`src/hdl/rwrb_queue.sv`:
```
// Two-entry queue that carries slot operations from the front to the back.
// Depends on nothing but its width parameter.
module rwrb_queue #(
    parameter int W = 60
) (
    input  logic         i_clk,
    input  logic         i_rst_n,
    input  logic         i_push,
    input  logic [W-1:0] i_data,
    input  logic         i_pop,
    output logic         o_valid,
    output logic [W-1:0] o_data
);

    logic [W-1:0] r_mem [2];
    logic         r_wr_ptr;
    logic         r_rd_ptr;
    logic [1:0]   r_count;
    logic [1:0]   n_count;

    assign o_valid = (r_count != 2'd0);
    assign o_data  = r_mem[r_rd_ptr];

    // Occupancy follows pushes and pops.
    always_comb begin
        n_count = r_count;
        if (i_push && !(i_pop && o_valid)) begin
            n_count = r_count + 2'd1;
        end else if (!i_push && i_pop && o_valid) begin
            n_count = r_count - 2'd1;
        end
    end

    // Pointers and storage.
    always_ff @(posedge i_clk) begin
        if (!i_rst_n) begin
            r_wr_ptr <= 1'b0;
            r_rd_ptr <= 1'b0;
            r_count  <= 2'd0;
        end else begin
            r_count <= n_count;
            if (i_push) begin
                r_wr_ptr <= ~r_wr_ptr;
            end
            if (i_pop && o_valid) begin
                r_rd_ptr <= ~r_rd_ptr;
            end
        end
        if (i_push) begin
            r_mem[r_wr_ptr] <= i_data;
        end
    end

endmodule

```
`config.mk`:
```
export PLATFORM = sky130hd
export DESIGN_NAME = rwrb_queue
export DESIGN_NICKNAME = d
export VERILOG_FILES = /design/src/hdl/rwrb_queue.sv
export SDC_FILE = /design/constraint.sdc
export NUM_CORES = 1
export LEC_CHECK = 0
export ABC_AREA = 1
export ABC_CLOCK_PERIOD_IN_PS = 3900
export BUFFER_PORTS_ARGS = -buffer_cell sky130_fd_sc_hd__buf_4
export CORE_MARGIN = 2
export CORE_UTILIZATION = 45
export CTS_BUF_LIST = sky130_fd_sc_hd__clkbuf_4
export CTS_CLUSTER_DIAMETER = 120
export CTS_CLUSTER_SIZE = 25
export DETAILED_ROUTE_END_ITERATION = 8
export PLACE_DENSITY = 0.72
export SLEW_MARGIN = 20
export SYNTH_ARGS = -nofsm -noshare
export SYNTH_HDL_FRONTEND = slang
export SYNTH_SLANG_ARGS = --single-unit
```
`constraint.sdc`:
```
create_clock -name i_clk -period 3.9 [get_ports i_clk]
set_input_delay 0.78 -clock i_clk [delete_from_list [all_inputs] [get_ports i_clk]]
set_output_delay 0.78 -clock i_clk [all_outputs]
set_load 0.005 [all_outputs]
```
==> qor_table.md <==
| Stage | Quantity | Reported |
|---|---|---|
| global routing | Maximum number of pins on one net before global-route repair | 61 |
| clock network | Max clock buf depth | 2 |
| global routing | Total gr overflow | 0 |
| critical path | Largest delay share family, worst path | flip-flops |
| job | Max capacitance violation total | 0 |
| cells and area | FILL cells | 813 |
| routing | Number of DRC violations after detailed-routing iteration 0 | 110 |
| synth | Synthesis-stage register bit count | 125 |
| sta | Min Tclk post-route | 2.72 ns |
| critical path | Maximum single-stage delay on the critical path | 0.65 ns |
| floorplanning | Starting Density | 46.8% |
| routing | Post-detailed-route wirelength per cell | 15.6 um |
| cells and area | Share of the core filled with cells in the final layout | 59.0% |
| placed design | Routability Congestion | 0.659 |
| routing | Antenna viol nets, final | 0 |
| routing | Routed vias/inst | 4.62 |
| sta | Period utilization | 69.8% |
| global routing | Via count of the first global-routing pass | 2,443 |
| routing | 1st-pass router iterations | 6 |
| critical path | Sum of buffers and inverters on the critical path | 2 |
| floorplanning | Boundary pin count | 125 |
| sta | Finish-stage setup viols | 0 |
| clock network | Quantity of gates resized following cts | 0 |
| synth | Avg Cell Area, Syn | 22.1 um^2 |
| clock network | Count of H-tree levels built during CTS | 4 |
| clock network | CTS tree | done |
| clock network | Register clock-pin slew on the reported worst setup and hold paths | 0.10 ns |
| clock network | Clock root buffer | sky130_fd_sc_hd__clkbuf_4 |
| clock network | CTS hold repair buffers | 0 |
| global routing | Initial antenna violation count | 0 |
| placed design | DP Wirelength | 5200 um |
| cells and area | Area grow syn2layout | 26.1% |
| synth | Number of nets in the synthesized netlist | 284 |
| routing | Routed WL | 7930 um |
| clock network | CTS Buf Count | 17 |
| critical path | Cells along the critical path | buf_16 > mux2_4 > buf_4 |
| floorplanning | Die extent in x | 108 um |
| synth | Fraction of the yosys area taken by sequential cells | 76.0% |
| sta | Final number of hold-violating endpoints | 0 |
| run status | Outcome | finished, final reports clean |
| floorplanning | Die Y-Extent | 108 um |
| sta | Final setup TNS | 0 ns |
| clock network | Sinks on Clock Net | 125 |
| synth | Netlist cell types | 17 |
| critical path | Cell type of the slowest stage on the worst timing path | sky130_fd_sc_hd__dfxtp_4 |
| pwr | Peak supply drop | 0.294 mV |
| cells and area | Storage cell area | 0.00371 mm^2 |
| critical path | Kind of start point of the critical path | register |
| sta | Transition time at the pin with the least slew margin | 0.676 ns |
| global routing | Global-route total usage across every layer | 13.8% |
| sta | Number of pins with negative max-slew slack in the final report | 0 |
| placed design | PortBufs | 124 |
| critical path | Class of the most critical setup path | register to output pin |
| cells and area | Area used by multi-input combinational logic | 0.00103 mm^2 |
| critical path | Kind of end point of the critical path | output pin |
| floorplanning | Die area | 0.0117 mm^2 |
| routing | Number of vias after detailed routing | 2,352 |
| hold path | Min-Delay Path Class | input port to register |
| sta | Worst Clk Skew | 0.0157 ns |
| cells and area | Share of cells above drive strength 1 | 60.1% |
| synth | Total standard cell area after synthesis | 0.00487 mm^2 |
| sta | RSZ-0062 raised after global routing | no |
| clock network | Worst skew pair latency | 0.48 ns |
| critical path | Maximum fanout along the worst path | 37 |
| synth | Synthesized instance count | 220 |
| critical path | Arrival time of data at the critical path endpoint | 1.94 ns |
| synth | YS warnings | 0 |
| clock network | Post-CTS Setup Bufs | 0 |
| floorplanning | Area of the core region | 0.0104 mm^2 |
| routing | Number of remaining DRC errors | 0 |
| pwr | Lkg Pwr | 2.44 nW |
| sta | Worst-case headroom to the max-slew limit | 54.9% |
| sta | Peak Freq | 0.368 GHz |
| floorplanning | Number of rows in the core area | 37 |
| global routing | First-pass GRT wire length | 11,600 um |
| cells and area | Final Net Count | 424 |
| pwr | Power density over the cells | 469 mW/mm^2 |
| cells and area | Antenna diode instance count | 0 |
| critical path | Worst EP required | 3.12 ns |
flip-flops by register name, indices dropped and copies added (netlist names), named ones only:
register	count
r_wr_ptr	1
r_rd_ptr	1
r_count	2
r_mem	120
cell type report:
cell class              instances  share of cell area (%)
flip-flops and latches        125                    60.3
multi-input cells              83                    16.7
repair buffers                128                    16.0
well taps                     136                    2.77
clock buffers                  22                    2.69
clock inverters                10                    1.24
inverters                       5                   0.305
cell families (layout without fill, tap and decap cells):
kind of cell	count (synthesis)	in the layout	share of synthesized area [%]
buffers and inverters	12	165	3.08
AO/OA/AOI/OAI	3	3	0.437
flip-flops	125	125	76.0
multiplexers	60	60	18.5
AND/OR/NAND/NOR	19	19	1.80
XOR/XNOR	1	1	0.180
metal layers:
layer | routed length (um) | share of wire [%] | vias up | global-route usage (%)
met5 | 0 | 0 | - | 0
met2 | 4110 | 52 | 78 | 22.7
met3 | 616 | 7.8 | 7 | 6.51
met1 | 3120 | 39 | 1133 | 15.6
li1 | - | - | 1134 | -
met4 | 76 | 0.96 | 0 | 5.77
placed cells by master, fill, tap and decap left out, types with 2 or more instances in the layout:
cell type                      n
sky130_fd_sc_hd__nor2_1        5
sky130_fd_sc_hd__mux2_4       60
sky130_fd_sc_hd__dfxtp_1       4
sky130_fd_sc_hd__buf_4       127
sky130_fd_sc_hd__inv_2         2
sky130_fd_sc_hd__edfxtp_1    120
sky130_fd_sc_hd__nand2_1       9
sky130_fd_sc_hd__clkinv_2      4
sky130_fd_sc_hd__inv_1         3
sky130_fd_sc_hd__clkbuf_4     22
sky130_fd_sc_hd__clkinvlp_4    2
sky130_fd_sc_hd__clkinv_1      3
cell usage after synthesis:
cell	number	share of area, %
sky130_fd_sc_hd__a21oi_2	1	0.18
sky130_fd_sc_hd__buf_12	6	2.5
sky130_fd_sc_hd__buf_6	1	0.23
sky130_fd_sc_hd__dfxtp_1	5	2.1
sky130_fd_sc_hd__edfxtp_1	120	74
sky130_fd_sc_hd__inv_1	4	0.31
sky130_fd_sc_hd__inv_2	1	0.077
sky130_fd_sc_hd__mux2_4	60	18
sky130_fd_sc_hd__nand2_1	9	0.69
sky130_fd_sc_hd__nand2_4	1	0.23
sky130_fd_sc_hd__nand3_1	1	0.10
sky130_fd_sc_hd__nand3_2	1	0.21
sky130_fd_sc_hd__nor2_1	6	0.46
sky130_fd_sc_hd__nor3_1	1	0.10
sky130_fd_sc_hd__o211ai_1	1	0.15
sky130_fd_sc_hd__o21ai_1	1	0.10
sky130_fd_sc_hd__xor2_1	1	0.18
report_power, final:
part,switching (mW),leakage (nW),internal [mW],total [mW]
clock,0.417,0.136,0.341,0.758
combinational,0.186,1.13,0.334,0.520
sequential,0.0477,1.17,1.56,1.60
total,0.650,2.44,2.23,2.88
stage by stage:
step | cell area (um^2) | power (mW) | setup WS [ns] | cells | hold slack, ns
floorplan | 4870 | 1.96 | 0.0643 | 220 | 0.472
global placement | 5880 | 2.15 | 1.48 | 476 | 0.488
detailed placement | 5880 | 2.16 | 1.47 | 476 | 0.503
CTS | 6120 | 2.92 | 0.919 | 508 | 0.426
global route | 6140 | 3.02 | 1.04 | 509 | 0.391
finish | 6140 | 2.88 | 1.18 | 509 | 0.478
worst paths after layout:
kind | startpoint | to | slack (ns) | cells after the start
hold reg to reg | r_rd_ptr | register | 0.53 | 2
setup / recovery | register | o_data[12] | 1.18 | 3
hold / removal | i_data[10] | r_mem[0][10] | 0.48 | 1
setup reg to reg | r_wr_ptr | r_mem[0][34] | 2.20 | 2
Note: power is estimated with default switching activity, not from simulation.
