==> src/hdl/rwrb_pkg.sv <==
// Shared types and constants for the receive window reorder buffer.
// Used by the front end, the back end and the top level; depends on nothing else.
package rwrb_pkg;

    // Fixed field widths.
    localparam int ID_W        = 16;
    localparam int HANDLE_BITS = 32;
    localparam int STATUS_W    = 3;

    // Result status codes.
    localparam logic [STATUS_W-1:0] ST_STORED    = 3'd0;
    localparam logic [STATUS_W-1:0] ST_OLD       = 3'd1;
    localparam logic [STATUS_W-1:0] ST_DUP       = 3'd2;
    localparam logic [STATUS_W-1:0] ST_DESYNC    = 3'd3;
    localparam logic [STATUS_W-1:0] ST_DELIVERED = 3'd4;
    localparam logic [STATUS_W-1:0] ST_NONE      = 3'd5;
    localparam logic [STATUS_W-1:0] ST_BLOCKED   = 3'd6;
    localparam logic [STATUS_W-1:0] ST_SKIPPED   = 3'd7;

    // Input item.
    typedef struct packed {
        logic                   action;
        logic [ID_W-1:0]        message_id;
        logic [HANDLE_BITS-1:0] payload_handle;
        logic                   last_in_packet;
    } t_in;

    // Result item.
    typedef struct packed {
        logic [STATUS_W-1:0]    status;
        logic [ID_W-1:0]        delivered_id;
        logic [HANDLE_BITS-1:0] delivered_payload;
    } t_out;

    // Slot memory operation handed from the front to the back.
    typedef struct packed {
        logic                   is_pull;
        logic [ID_W-1:0]        id;
        logic [HANDLE_BITS-1:0] handle;
    } t_op;

    // One slot memory entry.
    typedef struct packed {
        logic                   valid;
        logic [ID_W-1:0]        id;
        logic [HANDLE_BITS-1:0] payload;
    } t_slot;

    // Completion report from the back to the front.
    typedef struct packed {
        logic done;
        logic delivered;
    } t_done;

endpackage

==> src/hdl/rwrb_front.sv <==
// Front end of the reorder buffer: accepts items, keeps the window state and
// settles every item that needs no slot lookup. Depends on rwrb_pkg.
module rwrb_front #(
    parameter int WINDOW_DEPTH = 1024,
    parameter int SLOT_W       = 10
) (
    input  logic                i_clk,
    input  logic                i_rst_n,
    input  logic                i_start,
    input  rwrb_pkg::t_in       i_item,
    input  logic                i_clearing,
    input  rwrb_pkg::t_done     i_done,
    output logic                o_busy,
    output logic                o_push,
    output rwrb_pkg::t_op       o_push_op,
    output logic [SLOT_W-1:0]   o_push_slot,
    output logic                o_res_valid,
    output rwrb_pkg::t_out      o_res
);

    localparam logic [rwrb_pkg::ID_W-1:0] TOP_OFS   = rwrb_pkg::ID_W'(WINDOW_DEPTH - 1);
    localparam logic [SLOT_W-1:0]         SLOT_LAST = SLOT_W'(WINDOW_DEPTH - 1);
    localparam logic [SLOT_W:0]           DEPTH_EXT = (SLOT_W + 1)'(WINDOW_DEPTH);
    localparam logic [rwrb_pkg::ID_W-1:0] ID_MAX    = '1;

    // True when a is later than b under 16-bit wraparound.
    function automatic logic seq_later(input logic [rwrb_pkg::ID_W-1:0] a,
                                       input logic [rwrb_pkg::ID_W-1:0] b);
        logic [rwrb_pkg::ID_W-1:0] d_ab;
        logic [rwrb_pkg::ID_W-1:0] d_ba;
        d_ab = a - b;
        d_ba = b - a;
        return ((a > b) && (d_ab <= 16'h8000)) || ((a < b) && (d_ba > 16'h8000));
    endfunction

    logic [rwrb_pkg::ID_W-1:0] r_next;
    logic [rwrb_pkg::ID_W-1:0] n_next;
    logic [SLOT_W-1:0]         r_next_slot;
    logic [SLOT_W-1:0]         n_next_slot;
    logic                      r_desync;
    logic                      n_desync;
    logic                      r_skip;
    logic                      n_skip;
    logic                      r_pending;
    logic                      n_pending;
    logic                      r_res_valid;
    logic                      n_res_valid;
    rwrb_pkg::t_out            r_res;
    rwrb_pkg::t_out            n_res;

    logic                      w_accept;
    logic [rwrb_pkg::ID_W-1:0] w_top;
    logic [rwrb_pkg::ID_W-1:0] w_k;
    logic [SLOT_W:0]           w_sum;
    logic [SLOT_W-1:0]         w_arr_slot;

    assign o_busy   = r_pending | i_clearing;
    assign w_accept = i_start & ~o_busy;

    // Slot of an in-window arrival, found from its offset to the expected id.
    // An id that has wrapped past zero is below the depth and is its own slot.
    assign w_top = r_next + TOP_OFS;
    assign w_k   = i_item.message_id - r_next;
    assign w_sum = {1'b0, r_next_slot} + {1'b0, w_k[SLOT_W-1:0]};
    always_comb begin
        if (i_item.message_id < r_next) begin
            w_arr_slot = i_item.message_id[SLOT_W-1:0];
        end else if (w_sum >= DEPTH_EXT) begin
            w_arr_slot = SLOT_W'(w_sum - DEPTH_EXT);
        end else begin
            w_arr_slot = w_sum[SLOT_W-1:0];
        end
    end

    // Classification of the accepted item and window state update.
    always_comb begin
        n_next      = r_next;
        n_next_slot = r_next_slot;
        n_desync    = r_desync;
        n_skip      = r_skip;
        n_pending   = r_pending;
        n_res_valid = 1'b0;
        n_res       = '0;
        o_push      = 1'b0;
        o_push_op   = '{is_pull: i_item.action, id: i_item.message_id,
                        handle: i_item.payload_handle};
        o_push_slot = w_arr_slot;

        if (i_done.done) begin
            n_pending = 1'b0;
            if (i_done.delivered) begin
                n_next = r_next + 1'b1;
                if (r_next == ID_MAX || r_next_slot == SLOT_LAST) begin
                    n_next_slot = '0;
                end else begin
                    n_next_slot = r_next_slot + 1'b1;
                end
            end
        end

        if (w_accept) begin
            if (i_item.action) begin
                if (r_desync) begin
                    n_res_valid = 1'b1;
                    n_res.status = rwrb_pkg::ST_BLOCKED;
                end else begin
                    o_push       = 1'b1;
                    o_push_op.id = r_next;
                    o_push_slot  = r_next_slot;
                    n_pending    = 1'b1;
                end
            end else if (r_skip) begin
                n_res_valid  = 1'b1;
                n_res.status = rwrb_pkg::ST_SKIPPED;
                if (i_item.last_in_packet) begin
                    n_skip = 1'b0;
                end
            end else if (seq_later(r_next, i_item.message_id)) begin
                n_res_valid  = 1'b1;
                n_res.status = rwrb_pkg::ST_OLD;
            end else if (seq_later(i_item.message_id, w_top)) begin
                n_res_valid  = 1'b1;
                n_res.status = rwrb_pkg::ST_DESYNC;
                n_desync     = 1'b1;
                n_skip       = ~i_item.last_in_packet;
            end else begin
                o_push    = 1'b1;
                n_pending = 1'b1;
            end
        end
    end

    // State registers.
    always_ff @(posedge i_clk) begin
        if (!i_rst_n) begin
            r_next      <= '0;
            r_next_slot <= '0;
            r_desync    <= 1'b0;
            r_skip      <= 1'b0;
            r_pending   <= 1'b0;
            r_res_valid <= 1'b0;
        end else begin
            r_next      <= n_next;
            r_next_slot <= n_next_slot;
            r_desync    <= n_desync;
            r_skip      <= n_skip;
            r_pending   <= n_pending;
            r_res_valid <= n_res_valid;
        end
        r_res <= n_res;
    end

    assign o_res_valid = r_res_valid;
    assign o_res       = r_res;

endmodule

==> config.mk <==
export PLATFORM = sky130hd
export DESIGN_NAME = rwrb_front
export DESIGN_NICKNAME = d
export VERILOG_FILES = /design/src/hdl/rwrb_pkg.sv /design/src/hdl/rwrb_front.sv
export SDC_FILE = /design/constraint.sdc
export NUM_CORES = 1
export LEC_CHECK = 0
export BUFFER_PORTS_ARGS = -buffer_cell sky130_fd_sc_hd__buf_4
export CAP_MARGIN = 15
export CELL_PAD_IN_SITES_DETAIL_PLACEMENT = 1
export CELL_PAD_IN_SITES_GLOBAL_PLACEMENT = 2
export CORE_MARGIN = 3
export CORE_UTILIZATION = 32
export CTS_CLUSTER_DIAMETER = 150
export DETAILED_ROUTE_END_ITERATION = 8
export GPL_ROUTABILITY_DRIVEN = 0
export PLACE_DENSITY = 0.95
export SETUP_SLACK_MARGIN = 0.4
export SLEW_MARGIN = 0
export SYNTH_ARGS = -nofsm -noshare
export SYNTH_HDL_FRONTEND = slang
export SYNTH_SLANG_ARGS = --single-unit
==> constraint.sdc <==
create_clock -name i_clk -period 11.3 [get_ports i_clk]
set_input_delay 1.695 -clock i_clk [delete_from_list [all_inputs] [get_ports i_clk]]
set_output_delay 1.695 -clock i_clk [all_outputs]
set_load 0.01 [all_outputs]
==> results.toml <==
[setup_path]
r2r_cells = 16
slowest_stage = "nor4_1"
crit_start = "r_next[2]"
cp_max_fo = 11
cpPeakStageDelay_ns = 0.63
path_cells = "inv_1, nand3_1, nor4_1, nand2_1, nand2_1, xnor2_1, ha_1, a21oi_1, o21ai_0, or3_1, o311ai_0, o22ai_1, nor4_1, a311oi_1, nor2b_1, a31o_2, buf_4"
start_kind = "register"
arrival_ns = 5.68
regToRegStartpoint = "r_next[2]"
endpoint = "o_push"
r2r_end = "o_res_valid"
cp.required_ns = 9.61
rrSetupSlack_ns = 5.93
crit_type = "register to output pin"
worstSetupEndpointType = "output pin"

[synth]
synth-adder-area-share = 0.154
synth_cells = 939
synth_cell_type_count = 78
synth_xor_area_frac = 0.0902
synth_top_family_by_area = "compound AO/OA/AOI/OAI gates"
synth_edf_count = 0
ys_warn_count = 0
synthSimpleGateAreaFrac = 0.228
seq_area_frac_synth = 0.100
syn_avg_cell_area_sq_um = 7.03
synthMuxAreaShare = 0.0114
yosys_most_used_dff = "dfxtp_1"
async_flop_share = 0
syn_area_sq_um = 6600
ys_ff_latch = 33
synth-compound-area-share = 0.257

[finish]
final_cell_mix = "93 x nand2_1, 75 x ha_1, 71 x nor2_1, 69 x a21oi_1, 64 x o21ai_0"
layout-drive-gt1-share = 0.0938
diodes = 0
nets = 1062
final_common_cell = "nand2_1"
area_growth_pct = 4.26
fillers = 2504
final_cells = 1193

[place]
dp.cells = 1185
numPortBuffers = 56
place_hpwl_um = 18800

[sta]
max_slew.worst_pin.slew_ns = 0.791
holdWs_ns = 0.512
fin_crit_ns = 7.37
slew_viol_final = 0
setup_viol = 0
slew-limit-headroom = 0.468
tns_ns = 0
fin_crit_sh = 0.652
rsz0062_at_grt = "false"
hold_viol = 0
timing.fmax_ghz = 0.136
fin_worst_skew_ns = 0.00346

[power_and_ir_drop]
power_leakage_nw = 2.97
powerDensity_nw_per_um2 = 79.1
vdd_drop_max_mv = 0.0871

[clock_network]
cts_max_path_buffers = 2
ctsResizeCount = 0
cts_tree = "done"
clk_pin_slew_ns = 0.05
htreeDepth = 2
cts_made_buffers = 5
clock_sinks = 33
cts-root-buf = "clkbuf_16"
worstSkewPairLatency_ns = 0.29
postCtsSetupBuffers = 0
postCtsHoldBufs = 0

[global_routing]
grt_pass1_wl_um = 36400
grt_pass1_vias = 6723
grtUsageTotal = 0.202
grt_max_degree = 38
grt_overflow = 0
antenna_found_initial = 0

[floorplan]
dieHeight_um = 150
die-area_sq_um = 22400
fp-row-count = 51
core_area_sq_um = 19800
die_w_um = 150
start_util = 0.333
design.portCount = 169

[detailed_routing]
drc = 0
postRouteWirelength_um = 23000
dr.pass1.iters = 4
first_iter_violations = 482
ant_nets = 0
viasPerCell = 5.60
routedWlPerCell_um = 19.3
via_count = 6680

[outcome]
outcome = "finished clean"

[hold_path]
hp-class = "register to register"

[job]
maxCapViolations = 0
-- state kept, by name (all words and copies together) (netlist names) --
register     cells
o_res            3
o_res_valid      1
r_desync         1
r_next          16
r_next_slot     10
r_pending        1
r_skip           1
-- metal layers --
| layer | part of all wire | global-route usage | routed length, um | vias to the layer above |
|---|---|---|---|---|
| met5 | 0 | 0 | 0 | - |
| met3 | 0.051 | 0.0185 | 1170 | 51 |
| met2 | 0.46 | 0.329 | 10500 | 222 |
| met4 | 0.033 | 0.0764 | 749 | 0 |
| met1 | 0.46 | 0.278 | 10600 | 3243 |
| li1 | - | - | - | 3164 |
-- cell type report --
class / instances / area (sq um) / area share
Timing Repair Buffer: 58 / 435 / 0.0633
Tap cell: 265 / 332 / 0.0482
Multi-Input combinational cell: 765 / 5080 / 0.738
Sequential cell: 33 / 661 / 0.0960
Inverter: 64 / 240 / 0.0349
Clock buffer: 6 / 129 / 0.0187
Clock inverter: 2 / 10.0 / 0.00145
-- critical path: cells and delay by family, from the launching register on --
kind                     cells  cell delay (ns)
buffers and inverters        2             0.29
AO/OA/AOI/OAI                6             1.60
AND/OR/NAND/NOR              7             2.43
flip-flops                   1             0.47
XOR/XNOR                     1             0.18
adder cells (fa/ha/maj)      1             0.44
-- Yosys cell counts, drive strengths merged (3+ instances only) --
library cell | instances | area share
mux2 | 4 | 0.0068
xor2 | 17 | 0.023
fa | 4 | 0.012
and3 | 9 | 0.0087
o21ai | 68 | 0.052
nor2 | 71 | 0.040
o211ai | 5 | 0.0057
or4b | 3 | 0.0045
inv | 63 | 0.036
clkbuf | 29 | 0.016
a21boi | 6 | 0.0068
a211o | 5 | 0.0066
dfxtp | 33 | 0.10
a41oi | 3 | 0.0040
xnor2 | 51 | 0.068
and4 | 3 | 0.0044
nand4 | 26 | 0.025
nor2b | 9 | 0.0085
mux2i | 3 | 0.0045
a211oi | 6 | 0.0068
a2111oi | 6 | 0.011
o311ai | 4 | 0.0053
or4 | 3 | 0.0040
nor3 | 20 | 0.015
o21bai | 6 | 0.0068
nor4 | 7 | 0.0066
o31ai | 4 | 0.0045
nand3 | 15 | 0.011
a21o | 24 | 0.027
a311oi | 3 | 0.0049
a31oi | 10 | 0.0095
o311a | 3 | 0.0045
and2 | 18 | 0.017
or3 | 12 | 0.012
a21oi | 70 | 0.054
nand2b | 6 | 0.0057
a221oi | 3 | 0.0066
buf | 95 | 0.11
nand2 | 93 | 0.053
nor4b | 3 | 0.0040
o21a | 9 | 0.010
o22ai | 3 | 0.0028
ha | 75 | 0.14
-- report_power, final --
part / switching [mW] / internal, mW
sequential: 0.00302 / 0.118
combinational: 0.181 / 0.107
clock: 0.0534 / 0.0809
-- how the worst min path moves through the flow --
stage | depth (start not counted) | start | slack (ns) | end
after floorplan | 2 | r_skip | 0.46 | r_skip
after global placement | 2 | r_skip | 0.48 | r_skip
after detailed placement | 2 | r_skip | 0.49 | r_skip
after CTS | 2 | r_skip | 0.51 | r_skip
after global routing | 2 | r_skip | 0.53 | r_skip
final | 2 | r_skip | 0.51 | r_skip
-- kinds of logic after synthesis --
group | count (synthesis)
AO/OA/AOI/OAI | 258
XOR/XNOR | 68
adder cells (fa/ha/maj) | 79
AND/OR/NAND/NOR | 305
other | 1
buffers and inverters | 188
multiplexers | 7
flip-flops | 33
-- stage by stage --
stage	total power [mW]	worst slack, ns	util	cell area (sq um)
global placement	0.402	4.29	0.340	6740
detailed placement	0.406	4.27	0.340	6740
finish	0.544	3.93	0.347	6880
floorplan	0.342	5.04	-	6780
global route	0.578	3.77	0.347	6880
CTS	0.542	4.10	0.347	6880
No activity file was read; power rests on OpenSTA's default activity.
